--- src/interval_latency_statistics_unit_defines.svh ---
// Assertion macros shared by the interval latency statistics unit.
// Each macro expects signals named clk and rst_n in the enclosing module.
`ifndef INTERVAL_LATENCY_STATISTICS_UNIT_DEFINES_SVH
`define INTERVAL_LATENCY_STATISTICS_UNIT_DEFINES_SVH

// Same-cycle implication, disabled while reset is held.
`define ILSU_ASSERT_IMM(lbl, ante, cons, msg) \
  lbl: assert property (@(posedge clk) disable iff (!rst_n) (ante) |-> (cons)) \
    else $error(msg);

// Next-cycle implication, disabled while reset is held.
`define ILSU_ASSERT_NEXT(lbl, ante, cons, msg) \
  lbl: assert property (@(posedge clk) disable iff (!rst_n) (ante) |=> (cons)) \
    else $error(msg);

`endif

--- src/ilsu_pkg.sv ---
// Package for the interval latency statistics unit: opcodes, widths and the
// command and status structs between controller and datapath. No dependencies.
`default_nettype none

package ilsu_pkg;

  localparam int unsigned SEC_W   = 32;
  localparam int unsigned NSEC_W  = 30;
  localparam int unsigned NS_W    = 64;
  localparam int unsigned CNT_W   = 32;
  localparam int unsigned OP_W    = 2;
  localparam int unsigned IN_TDATA_W  = 64;
  localparam int unsigned OUT_TDATA_W = 4 * NS_W + CNT_W;
  localparam int unsigned DIV_CNT_W   = $clog2(NS_W);

  localparam logic [OP_W-1:0] OP_STOP   = 2'd0;
  localparam logic [OP_W-1:0] OP_START  = 2'd1;
  localparam logic [OP_W-1:0] OP_REPORT = 2'd2;

  localparam logic KIND_SINGLE = 1'b0;
  localparam logic KIND_REPORT = 1'b1;

  localparam logic signed [30:0] NS_PER_SEC = 31'sd1000000000;

  typedef struct packed {
    logic load_start;
    logic load_diff;
    logic mul;
    logic add;
    logic stat_upd;
    logic emit_single;
    logic div_init;
    logic div_step;
    logic emit_report;
  } dp_cmd_t;

  typedef struct packed {
    logic armed;
    logic accum_mode;
    logic out_free;
    logic div_last;
  } dp_sts_t;

endpackage

`default_nettype wire

--- src/ilsu_datapath.sv ---
// Datapath of the interval latency statistics unit: start stamp, interval
// arithmetic, statistics, serial divider and output register. Uses ilsu_pkg.
`default_nettype none
`include "interval_latency_statistics_unit_defines.svh"

module ilsu_datapath (
  input  wire logic                              clk,
  input  wire logic                              rst_n,
  input  wire ilsu_pkg::dp_cmd_t                 cmd,
  output ilsu_pkg::dp_sts_t                      sts,
  input  wire logic [ilsu_pkg::SEC_W-1:0]        stamp_sec,
  input  wire logic [ilsu_pkg::NSEC_W-1:0]       stamp_nsec,
  input  wire logic                              cfg_valid,
  output logic                                   cfg_ready,
  input  wire logic                              cfg_data,
  output logic                                   out_tvalid,
  input  wire logic                              out_tready,
  output logic [ilsu_pkg::OUT_TDATA_W-1:0]       out_tdata,
  output logic                                   out_tuser
);
  import ilsu_pkg::*;

  logic [SEC_W-1:0]      start_sec_r;
  logic [NSEC_W-1:0]     start_ns_r;
  logic                  armed_r;
  logic                  accum_mode_r;
  logic signed [SEC_W:0] d_r;
  logic signed [31:0]    ndiff_r;
  logic signed [NS_W-1:0] prod_r;
  logic [NS_W-1:0]       ival_r;
  logic [NS_W-1:0]       sum_r;
  logic [CNT_W-1:0]      cnt_r;
  logic [NS_W-1:0]       min_r;
  logic [NS_W-1:0]       max_r;
  logic [CNT_W-1:0]      rem_r;
  logic [NS_W-1:0]       quot_r;
  logic [DIV_CNT_W-1:0]  div_cnt_r;
  logic                  out_valid_r;
  logic                  out_kind_r;
  logic [NS_W-1:0]       out_ival_r;
  logic [NS_W-1:0]       out_min_r;
  logic [NS_W-1:0]       out_avg_r;
  logic [NS_W-1:0]       out_max_r;
  logic [CNT_W-1:0]      out_cnt_r;

  logic                  borrow;
  logic signed [SEC_W:0] d_nxt;
  logic signed [31:0]    ndiff_nxt;
  logic signed [NS_W-1:0] prod_nxt;
  logic [CNT_W:0]        rem_sh;
  logic                  rem_ge;
  logic [NS_W-1:0]       min_nxt;
  logic [NS_W-1:0]       max_nxt;
  logic [CNT_W-1:0]      cnt_nxt;

  assign borrow    = stamp_nsec < start_ns_r;
  assign d_nxt     = $signed({1'b0, stamp_sec}) - $signed({1'b0, start_sec_r})
                     - $signed({{SEC_W{1'b0}}, borrow});
  assign ndiff_nxt = $signed({2'b00, stamp_nsec}) - $signed({2'b00, start_ns_r})
                     + (borrow ? 32'sd1000000000 : 32'sd0);
  assign prod_nxt  = NS_W'(d_r) * NS_W'(NS_PER_SEC);

  assign rem_sh = {rem_r, quot_r[NS_W-1]};
  assign rem_ge = rem_sh >= {1'b0, cnt_r};

  assign min_nxt = ((cnt_r == '0) || (ival_r < min_r)) ? ival_r : min_r;
  assign max_nxt = (ival_r > max_r) ? ival_r : max_r;
  assign cnt_nxt = (cnt_r == '1) ? cnt_r : cnt_r + CNT_W'(1);

  always_ff @(posedge clk) begin
    if (!rst_n) begin
      start_sec_r  <= '0;
      start_ns_r   <= '0;
      armed_r      <= 1'b0;
      accum_mode_r <= 1'b0;
      sum_r        <= '0;
      cnt_r        <= '0;
      min_r        <= '0;
      max_r        <= '0;
      div_cnt_r    <= '0;
      out_valid_r  <= 1'b0;
    end else begin
      if (cfg_valid) begin
        accum_mode_r <= cfg_data;
      end
      if (cmd.load_start) begin
        start_sec_r <= stamp_sec;
        start_ns_r  <= stamp_nsec;
        armed_r     <= 1'b1;
      end
      if (cmd.load_diff) begin
        armed_r <= 1'b0;
      end
      if (cmd.stat_upd) begin
        min_r <= min_nxt;
        max_r <= max_nxt;
        sum_r <= sum_r + ival_r;
        cnt_r <= cnt_nxt;
      end
      if (cmd.div_init) begin
        div_cnt_r <= '0;
      end else if (cmd.div_step) begin
        div_cnt_r <= div_cnt_r + DIV_CNT_W'(1);
      end
      if (cmd.emit_single || cmd.emit_report) begin
        out_valid_r <= 1'b1;
      end else if (out_tready) begin
        out_valid_r <= 1'b0;
      end
      if (cmd.emit_report) begin
        sum_r <= '0;
        cnt_r <= '0;
        min_r <= '0;
        max_r <= '0;
      end
    end
  end

  always_ff @(posedge clk) begin
    if (cmd.load_diff) begin
      d_r     <= d_nxt;
      ndiff_r <= ndiff_nxt;
    end
    if (cmd.mul) begin
      prod_r <= prod_nxt;
    end
    if (cmd.add) begin
      ival_r <= NS_W'(prod_r + NS_W'(ndiff_r));
    end
    if (cmd.div_init) begin
      rem_r  <= '0;
      quot_r <= sum_r;
    end else if (cmd.div_step) begin
      rem_r  <= rem_ge ? CNT_W'(rem_sh - {1'b0, cnt_r}) : rem_sh[CNT_W-1:0];
      quot_r <= {quot_r[NS_W-2:0], rem_ge};
    end
    if (cmd.emit_single) begin
      out_kind_r <= KIND_SINGLE;
      out_ival_r <= ival_r;
      out_min_r  <= '0;
      out_avg_r  <= '0;
      out_max_r  <= '0;
      out_cnt_r  <= '0;
    end else if (cmd.emit_report) begin
      out_kind_r <= KIND_REPORT;
      out_ival_r <= '0;
      out_min_r  <= min_r;
      out_avg_r  <= (cnt_r == '0) ? '0 : quot_r;
      out_max_r  <= max_r;
      out_cnt_r  <= cnt_r;
    end
  end

  assign cfg_ready = 1'b1;

  assign sts.armed      = armed_r;
  assign sts.accum_mode = accum_mode_r;
  assign sts.out_free   = !out_valid_r || out_tready;
  assign sts.div_last   = div_cnt_r == '1;

  assign out_tvalid = out_valid_r;
  assign out_tuser  = out_kind_r;
  assign out_tdata  = {out_cnt_r, out_max_r, out_avg_r, out_min_r, out_ival_r};

  `ILSU_ASSERT_IMM(a_emit_has_room, cmd.emit_single || cmd.emit_report, !out_valid_r || out_tready, "result emitted over an untaken result")
  `ILSU_ASSERT_NEXT(a_stop_disarms, cmd.load_diff, !armed_r, "stop left the block armed")
  `ILSU_ASSERT_NEXT(a_cnt_monotonic, !cmd.emit_report, cnt_r >= $past(cnt_r), "sample count fell without a report")

endmodule

`default_nettype wire

--- src/ilsu_ctrl.sv ---
// Controller of the interval latency statistics unit: decodes accepted beats
// and sequences the datapath. Uses ilsu_pkg.
`default_nettype none
`include "interval_latency_statistics_unit_defines.svh"

module ilsu_ctrl (
  input  wire logic                        clk,
  input  wire logic                        rst_n,
  input  wire logic                        in_tvalid,
  output logic                             in_tready,
  input  wire logic [ilsu_pkg::OP_W-1:0]   in_op,
  input  wire ilsu_pkg::dp_sts_t           sts,
  output ilsu_pkg::dp_cmd_t                cmd
);
  import ilsu_pkg::*;

  typedef enum logic [2:0] {
    S_IDLE,
    S_MUL,
    S_ADD,
    S_FIN,
    S_DIV,
    S_REP
  } state_t;

  state_t state_r;
  state_t state_nxt;
  logic   accept;

  assign in_tready = state_r == S_IDLE;
  assign accept    = in_tvalid && in_tready;

  always_comb begin
    cmd       = '0;
    state_nxt = state_r;
    case (state_r)
      S_IDLE: begin
        if (accept) begin
          case (in_op)
            OP_START: cmd.load_start = 1'b1;
            OP_STOP: begin
              if (sts.armed) begin
                cmd.load_diff = 1'b1;
                state_nxt     = S_MUL;
              end
            end
            OP_REPORT: begin
              cmd.div_init = 1'b1;
              state_nxt    = S_DIV;
            end
            default: ;
          endcase
        end
      end
      S_MUL: begin
        cmd.mul   = 1'b1;
        state_nxt = S_ADD;
      end
      S_ADD: begin
        cmd.add   = 1'b1;
        state_nxt = S_FIN;
      end
      S_FIN: begin
        if (sts.accum_mode) begin
          cmd.stat_upd = 1'b1;
          state_nxt    = S_IDLE;
        end else if (sts.out_free) begin
          cmd.emit_single = 1'b1;
          state_nxt       = S_IDLE;
        end
      end
      S_DIV: begin
        cmd.div_step = 1'b1;
        if (sts.div_last) begin
          state_nxt = S_REP;
        end
      end
      S_REP: begin
        if (sts.out_free) begin
          cmd.emit_report = 1'b1;
          state_nxt       = S_IDLE;
        end
      end
      default: state_nxt = S_IDLE;
    endcase
  end

  always_ff @(posedge clk) begin
    if (!rst_n) begin
      state_r <= S_IDLE;
    end else begin
      state_r <= state_nxt;
    end
  end

  `ILSU_ASSERT_NEXT(a_stop_starts_mul, accept && in_op == OP_STOP && sts.armed, state_r == S_MUL, "armed stop did not start the multiply")
  `ILSU_ASSERT_NEXT(a_mul_then_add, state_r == S_MUL, state_r == S_ADD, "multiply not followed by add")
  `ILSU_ASSERT_NEXT(a_div_ends, state_r == S_DIV && sts.div_last, state_r == S_REP, "divider end missed")

endmodule

`default_nettype wire

--- src/interval_latency_statistics_unit.sv ---
// Top level of the interval latency statistics unit: controller plus datapath.
// Depends on ilsu_pkg, ilsu_ctrl and ilsu_datapath.
//
//   Channel  Direction  Payload
//   in_      slave      tuser: op; tdata: stamp_sec, stamp_nsec
//   out_     master     tuser: kind; tdata: interval, min, avg, max, count
//   cfg_     slave      data: accum_mode
//
// A start beat or an ignored beat leaves the controller idle. A stop beat runs
// multiply, add and finish states; a report beat, the one-bit-per-cycle divider.
// Reset is synchronous and active low and clears the stamp, mode and statistics.
// A waiting result holds in the output register while new beats are taken;
// the block stalls only when a second result is ready before the first is taken.
`default_nettype none

module interval_latency_statistics_unit (
  input  wire logic                              clk,
  input  wire logic                              rst_n,
  input  wire logic                              in_tvalid,
  output logic                                   in_tready,
  // [31:0] stamp_sec, [61:32] stamp_nsec, [63:62] zero
  input  wire logic [ilsu_pkg::IN_TDATA_W-1:0]   in_tdata,
  // [1:0] op
  input  wire logic [ilsu_pkg::OP_W-1:0]         in_tuser,
  output logic                                   out_tvalid,
  input  wire logic                              out_tready,
  // [63:0] interval_ns, [127:64] min_ns, [191:128] avg_ns,
  // [255:192] max_ns, [287:256] sample_count
  output logic [ilsu_pkg::OUT_TDATA_W-1:0]       out_tdata,
  // [0] kind
  output logic                                   out_tuser,
  input  wire logic                              cfg_valid,
  output logic                                   cfg_ready,
  input  wire logic                              cfg_data
);
  import ilsu_pkg::*;

  dp_cmd_t cmd;
  dp_sts_t sts;

  ilsu_ctrl u_ctrl (
    .clk       (clk),
    .rst_n     (rst_n),
    .in_tvalid (in_tvalid),
    .in_tready (in_tready),
    .in_op     (in_tuser),
    .sts       (sts),
    .cmd       (cmd)
  );

  ilsu_datapath u_dp (
    .clk        (clk),
    .rst_n      (rst_n),
    .cmd        (cmd),
    .sts        (sts),
    .stamp_sec  (in_tdata[SEC_W-1:0]),
    .stamp_nsec (in_tdata[SEC_W+NSEC_W-1:SEC_W]),
    .cfg_valid  (cfg_valid),
    .cfg_ready  (cfg_ready),
    .cfg_data   (cfg_data),
    .out_tvalid (out_tvalid),
    .out_tready (out_tready),
    .out_tdata  (out_tdata),
    .out_tuser  (out_tuser)
  );

endmodule

`default_nettype wire

--- config.mk ---
export PLATFORM = sky130hd
export DESIGN_NAME = interval_latency_statistics_unit
export DESIGN_NICKNAME = d
export VERILOG_FILES = /design/src/ilsu_pkg.sv /design/src/ilsu_datapath.sv /design/src/ilsu_ctrl.sv /design/src/interval_latency_statistics_unit.sv
export VERILOG_INCLUDE_DIRS = /design/src /design/src/src
export SDC_FILE = /design/constraint.sdc
export NUM_CORES = 2
export LEC_CHECK = 0
export BUFFER_PORTS_ARGS = -buffer_cell sky130_fd_sc_hd__buf_2
export CAP_MARGIN = 20
export CORE_MARGIN = 5
export CORE_UTILIZATION = 30
export CTS_CLUSTER_DIAMETER = 120
export DETAILED_ROUTE_END_ITERATION = 16
export PLACE_DENSITY = 0.47
export SYNTH_ARGS = -nofsm -noshare
export SYNTH_HDL_FRONTEND = slang
export SYNTH_SLANG_ARGS = --single-unit
export TNS_END_PERCENT = 1
--- constraint.sdc ---
create_clock -name clk -period 12.35 [get_ports clk]
set_input_delay 1.8525 -clock clk [delete_from_list [all_inputs] [get_ports clk]]
set_output_delay 1.8525 -clock clk [all_outputs]
set_load 0.01 [all_outputs]
# Word level (Yosys, flattened, before mapping)
# Cells that the tools add are included.
# word_totals
regBits	867
input_bits	72
output_inout_bits	292
wordCells	102
# op_classes
n_addsub	9
n_mul	1
magnitude_cmp	4
n_eq_ne	13
muxes	32
bitwise	2
n_reduce_logical	18
# ops
cell	n
2-to-1 mux 64 bit	5
adder 64 x 32 -> 64 bit	1
adder 64 bit	1
greater-than comparator 64 bit	1
< comparator 64 bit	1
multiplier 33 x 22 -> 55 bit, second input constant	1
>= comparator 33 x 32 -> 1 bit	1
subtractor 32 x 32 -> 33 bit	1
subtractor 33 x 2 -> 33 bit	1
adder 32 x 1 -> 32 bit, second input constant	1
adder 32 bit	1
equality test 32 bit, second input constant	1
zero test 32 bit	1
2-to-1 mux 32 bit	1
subtractor 32 bit	1
subtractor 30 x 30 -> 31 bit	1
< comparator 30 bit	1
2-to-1 mux 30 bit	1
case mux 3 bit (6 select lines)	1
2-to-1 mux 1 bit	15
2-to-1 mux 3 bit	5
adder 6 x 1 -> 6 bit, second input constant	1
equality test 3 x 2 -> 1 bit, second input constant	2
equality test 3 bit, second input constant	2
19 further kinds	31

# Longest topological paths before layout
# logic_depth
ltp_word	7
mapped_depth	32

# Cells and area by module
# From an unflattened synthesis, not the netlist that was laid out.
# unflattened
cells_unflattened	6156
hier_area_um2	60535.6
# modules_own_cells
module	n_inst	cells_per_inst	area_each_um2
ilsu_datapath	1	6118	60246.5
ilsu_ctrl	1	38	289.0

# Worst setup path before layout
# Ideal clock, no wire load.
# synth_timing
path_type	input-to-reg
startpoint	input in_tuser[1] (netlist name)
endpoint	register u_dp.d_r[0], enable pin
arrival_time_ns	8.781
path_slack_ns	2.898
cell_stages	2
path_buffers	1
path_cell_list	clkbuf_1 > nor4b_1
# synth_rtl
element	line_no	source
start, declared	interval_latency_statistics_unit.sv:24	input wire logic [ilsu_pkg::OP_W-1:0] in_tuser,
end signal, assigned	ilsu_datapath.sv:121	d_r <= d_nxt;
end, declared	ilsu_datapath.sv:27	logic signed [SEC_W:0] d_r;

# Final worst setup path
# layout_timing
startpoint	input in_tdata[33] (netlist name)
endpoint	register u_dp.d_r[32] (data pin)
# layout_via
elab_chain_cells	2
# layout_lines
element	line_no	source
start, declared	interval_latency_statistics_unit.sv:22	input wire logic [ilsu_pkg::IN_TDATA_W-1:0] in_tdata,
< comparator 30 bit	ilsu_datapath.sv:56	assign borrow = stamp_nsec < start_ns_r;
subtractor 33 x 2 -> 33 bit	ilsu_datapath.sv:58	- $signed({{SEC_W{1'b0}}, borrow});
named net u_dp.d_nxt[32]	ilsu_datapath.sv:47	logic signed [SEC_W:0] d_nxt;
# The timed path passes the listed nets, and every way through them passes these cells.
# A chain may end at the register's enable or synchronous reset.

==> impl_metrics.yaml <==
outcome:
  status: "finished, final reports clean"
power:
  leakagePower_nw: 28.6
  combPwrFrac: 0.378
  p_clk_frac: 0.305
  p_seq_frac: 0.317
  p_sw_frac: 0.350
  ir_worst_vdd_v: 0.000276
  p_per_area_nw_per_um2: 160
  cell_internal_pwr_w: 0.00703
  p_switching_w: 0.00379
place:
  dp_hpwl_um: 144000
  postPlaceCellArea_um2: 63900
  gp_congestion: 0.908
  io_buffers: 360
clock_network:
  ctsResizeCount: 0
  clkSinkCount: 867
  cts_buffer_depth: 3
  post-cts-setup-buffers: 0
  clk_pin_slew_worst_paths_ps: 60
  ctsRootBufferMaster: "clkbuf_16"
  cts_htree_levels: 3
  cts_tree: "done"
  holdBufCountCts: 0
  clk_latency_ps: 740
  cts_made_buffers: 106
worst_setup_path:
  reg2regPathDepth: 22
  path_max_fanout: 4
  r2r_end: "u_dp.prod_r[62]$_DFFE_PP_"
  r2r_start: "u_dp.d_r[7]$_DFFE_PP_"
  crit_slowest_cell: "fa_1"
  r2r_slack_ps: 4500
  worstSetupPathType: "input pin to register"
  slowest_delay_ps: 510
  critical_path.most_common_cell: "a21oi_1"
  endpoint_kind: "register"
  required_ps: 12840
  cp.arrival_ps: 8910
  worst_setup_path_start_kind: "input pin"
worst_hold_path:
  min_to: "u_dp.ival_r[5]$_DFFE_PP_"
  hold_path_depth: 0
  hold_start: "u_dp.ndiff_r[5]$_DFFE_PP_"
  worstHoldPathType: "register to register"
routing:
  top_layer: "met4"
  wl_met3_um: 6600
  wl_per_cell_um: 19.7
  viasPerCell: 4.81
  drc: 0
  dr.pass1.iters: 7
  routed_wirelength_um: 183000
  wl_met2_um: 88200
  vias: 44700
  m1WireLength_um: 83800
  drt_iter0_drc: 2503
  ant_nets: 0
global_routing:
  grt.total_usage: 0.173
  grt_remaining_overflow: 0
  grt_max_degree: 115
  first_global_vias: 44700
  grt_pass1_wl_um: 276000
  antenna_found_initial: 11
die:
  die_area_um2: 207000
  die_w_um: 454
  die_h_um: 454
  core_area_um2: 197000
  num_rows: 163
  io_pins: 364
  start_util: 0.301
timing:
  slew_violations: 0
  slew_headroom: 0.291
  finalClockSkew_ps: 53.3
  finalCritPeriodShare: 0.682
  finalHoldViolCount: 0
  finalSetupViolCount: 0
  fin_crit_ps: 8420
  fmax_ghz: 0.119
  rsz0062_at_grt: "no"
  tightestPinTransition_ps: 1060
  setup-tns-final_ps: 0
logic_synthesis:
  ys_types: 89
  yosysWarnings: 0
  synth_area_um2: 59300
  synth_edf_count: 312
  syn-mean-instance-area_um2: 9.43
  syn_nets: 7320
  syn_inst: 6283
  synth_flop_cell: "dfxtp_1"
  ys_seq_elements: 867
  ys_seq_area_frac: 0.346
  synthArstFlopShare: 0
layout:
  layout-drive-gt1-share: 0.107
  layout_commonest_cell: "nand2_1"
  final_cell_mix: "nand2_1, inv_1, ha_1, dfxtp_1, a21oi_1"
  layout.nets: 7596
  fillers: 20300
  design_area_um2: 67600
  area_growth_pct: 14.2
run:
  max_cap_viol_count: 0
[worst max path at each step]
stage                            start                endpoint  slack (ps)  depth (start not counted)
after detailed placement  in_tdata[33]  u_dp.d_r[32]$_DFFE_PP_        3090                         30
after global placement    in_tdata[33]  u_dp.d_r[32]$_DFFE_PP_        3120                         30
after global routing      in_tdata[40]  u_dp.d_r[32]$_DFFE_PP_        3370                         30
final                     in_tdata[33]  u_dp.d_r[32]$_DFFE_PP_        3930                         30
after floorplan            in_tuser[1]   u_dp.d_r[0]$_DFFE_PP_        2900                          2
after CTS                 in_tdata[33]  u_dp.d_r[32]$_DFFE_PP_        3920                         30
[flip-flops by register name, indices dropped and copies added, names as in the netlist, 3 cells and up]
name / flops
u_dp.cnt_r: 32
u_dp.max_r: 64
u_dp.out_avg_r: 64
u_dp.d_r: 33
u_dp.out_ival_r: 64
u_dp.min_r: 64
u_dp.start_ns_r: 30
u_dp.out_cnt_r: 32
u_dp.rem_r: 32
u_dp.quot_r: 64
u_dp.ival_r: 64
u_dp.start_sec_r: 32
u_dp.out_min_r: 64
u_dp.prod_r: 55
u_dp.out_max_r: 64
u_dp.ndiff_r: 32
u_ctrl.state_r: 3
u_dp.sum_r: 64
u_dp.div_cnt_r: 6
[area by class of cell]
cell class                      instances  area, um2  share of cell area
Sequential cell                       867      20500               0.303
Clock inverter                         64        756              0.0112
Inverter                              748       2810              0.0415
Multi-Input combinational cell       4431      35200               0.520
Clock buffer                          138       2970              0.0439
Tap cell                             2640       3300              0.0488
Antenna cell                            3       7.51            0.000111
Timing Repair Buffer                  405       2160              0.0319
[logic make-up after synthesis]
group,after synthesis,share of synthesized area
AND/OR/NAND/NOR,1627,0.126
AO/OA/AOI/OAI,1434,0.156
buffers and inverters,985,0.0627
adder cells (fa/ha/maj),965,0.247
flip-flops,867,0.346
XOR/XNOR,307,0.0454
multiplexers,97,0.0177
other,1,0.0000633
[synth_stat cells, drive strengths merged (35+ instances only)]
| cell | number | area (um2) |
|---|---|---|
| o31ai | 83 | 638 |
| fa | 338 | 6770 |
| edfxtp | 312 | 9370 |
| a22o | 64 | 561 |
| nand2b | 47 | 294 |
| ha | 627 | 7850 |
| a21oi | 492 | 2480 |
| nand2 | 777 | 2920 |
| clkbuf | 205 | 769 |
| o21bai | 35 | 263 |
| mux2 | 64 | 721 |
| nor2 | 211 | 792 |
| nor2b | 46 | 288 |
| dfxtp | 555 | 11100 |
| o21a | 45 | 345 |
| a21o | 217 | 1630 |
| and2 | 85 | 532 |
| xor2 | 104 | 911 |
| nor3 | 51 | 255 |
| nand4 | 70 | 438 |
| a21boi | 71 | 533 |
| nand3 | 208 | 1040 |
| o21ai | 249 | 1250 |
| inv | 748 | 2810 |
| xnor2 | 203 | 1780 |
[metrics by stage]
| stage | setup WS (ps) | power, W | cells | utilization | hold slack [ps] |
|---|---|---|---|---|---|
| floorplan | 2900 | 0.00664 | 6283 | - | 400 |
| global placement | 3120 | 0.00757 | 9089 | 0.324 | 411 |
| detailed placement | 3090 | 0.00759 | 9089 | 0.324 | 409 |
| CTS | 3920 | 0.0110 | 9291 | 0.343 | 424 |
| global route | 3370 | 0.0116 | 9293 | 0.343 | 438 |
| finish | 3930 | 0.0108 | 9296 | 0.343 | 421 |
[worst max-delay path: cells and delay by family]
family,cells,cell delay (ps)
AOI/OAI and AO/OA,18,4260
buffers and inverters,1,110
adders and majority gates,4,1390
and+or+nand+nor,6,1150
xor gates and xnor gates,1,140
[power groups by stage]
stage               Clock, W  Sequential, W  Combinational [W]
floorplan                  0        0.00342            0.00322
global placement           0        0.00349            0.00408
detailed placement         0        0.00349            0.00410
CTS                  0.00340        0.00343            0.00412
global route         0.00351        0.00345            0.00463
finish               0.00330        0.00343            0.00409
[metal layers]
metal | GRT usage | vias up
li1 | - | 22200
met1 | 0.229 | 21600
met2 | 0.301 | 758
met3 | 0.0200 | 187
met4 | 0.0422 | 0
met5 | 0 | -
Power figures use the tool's default switching activity.
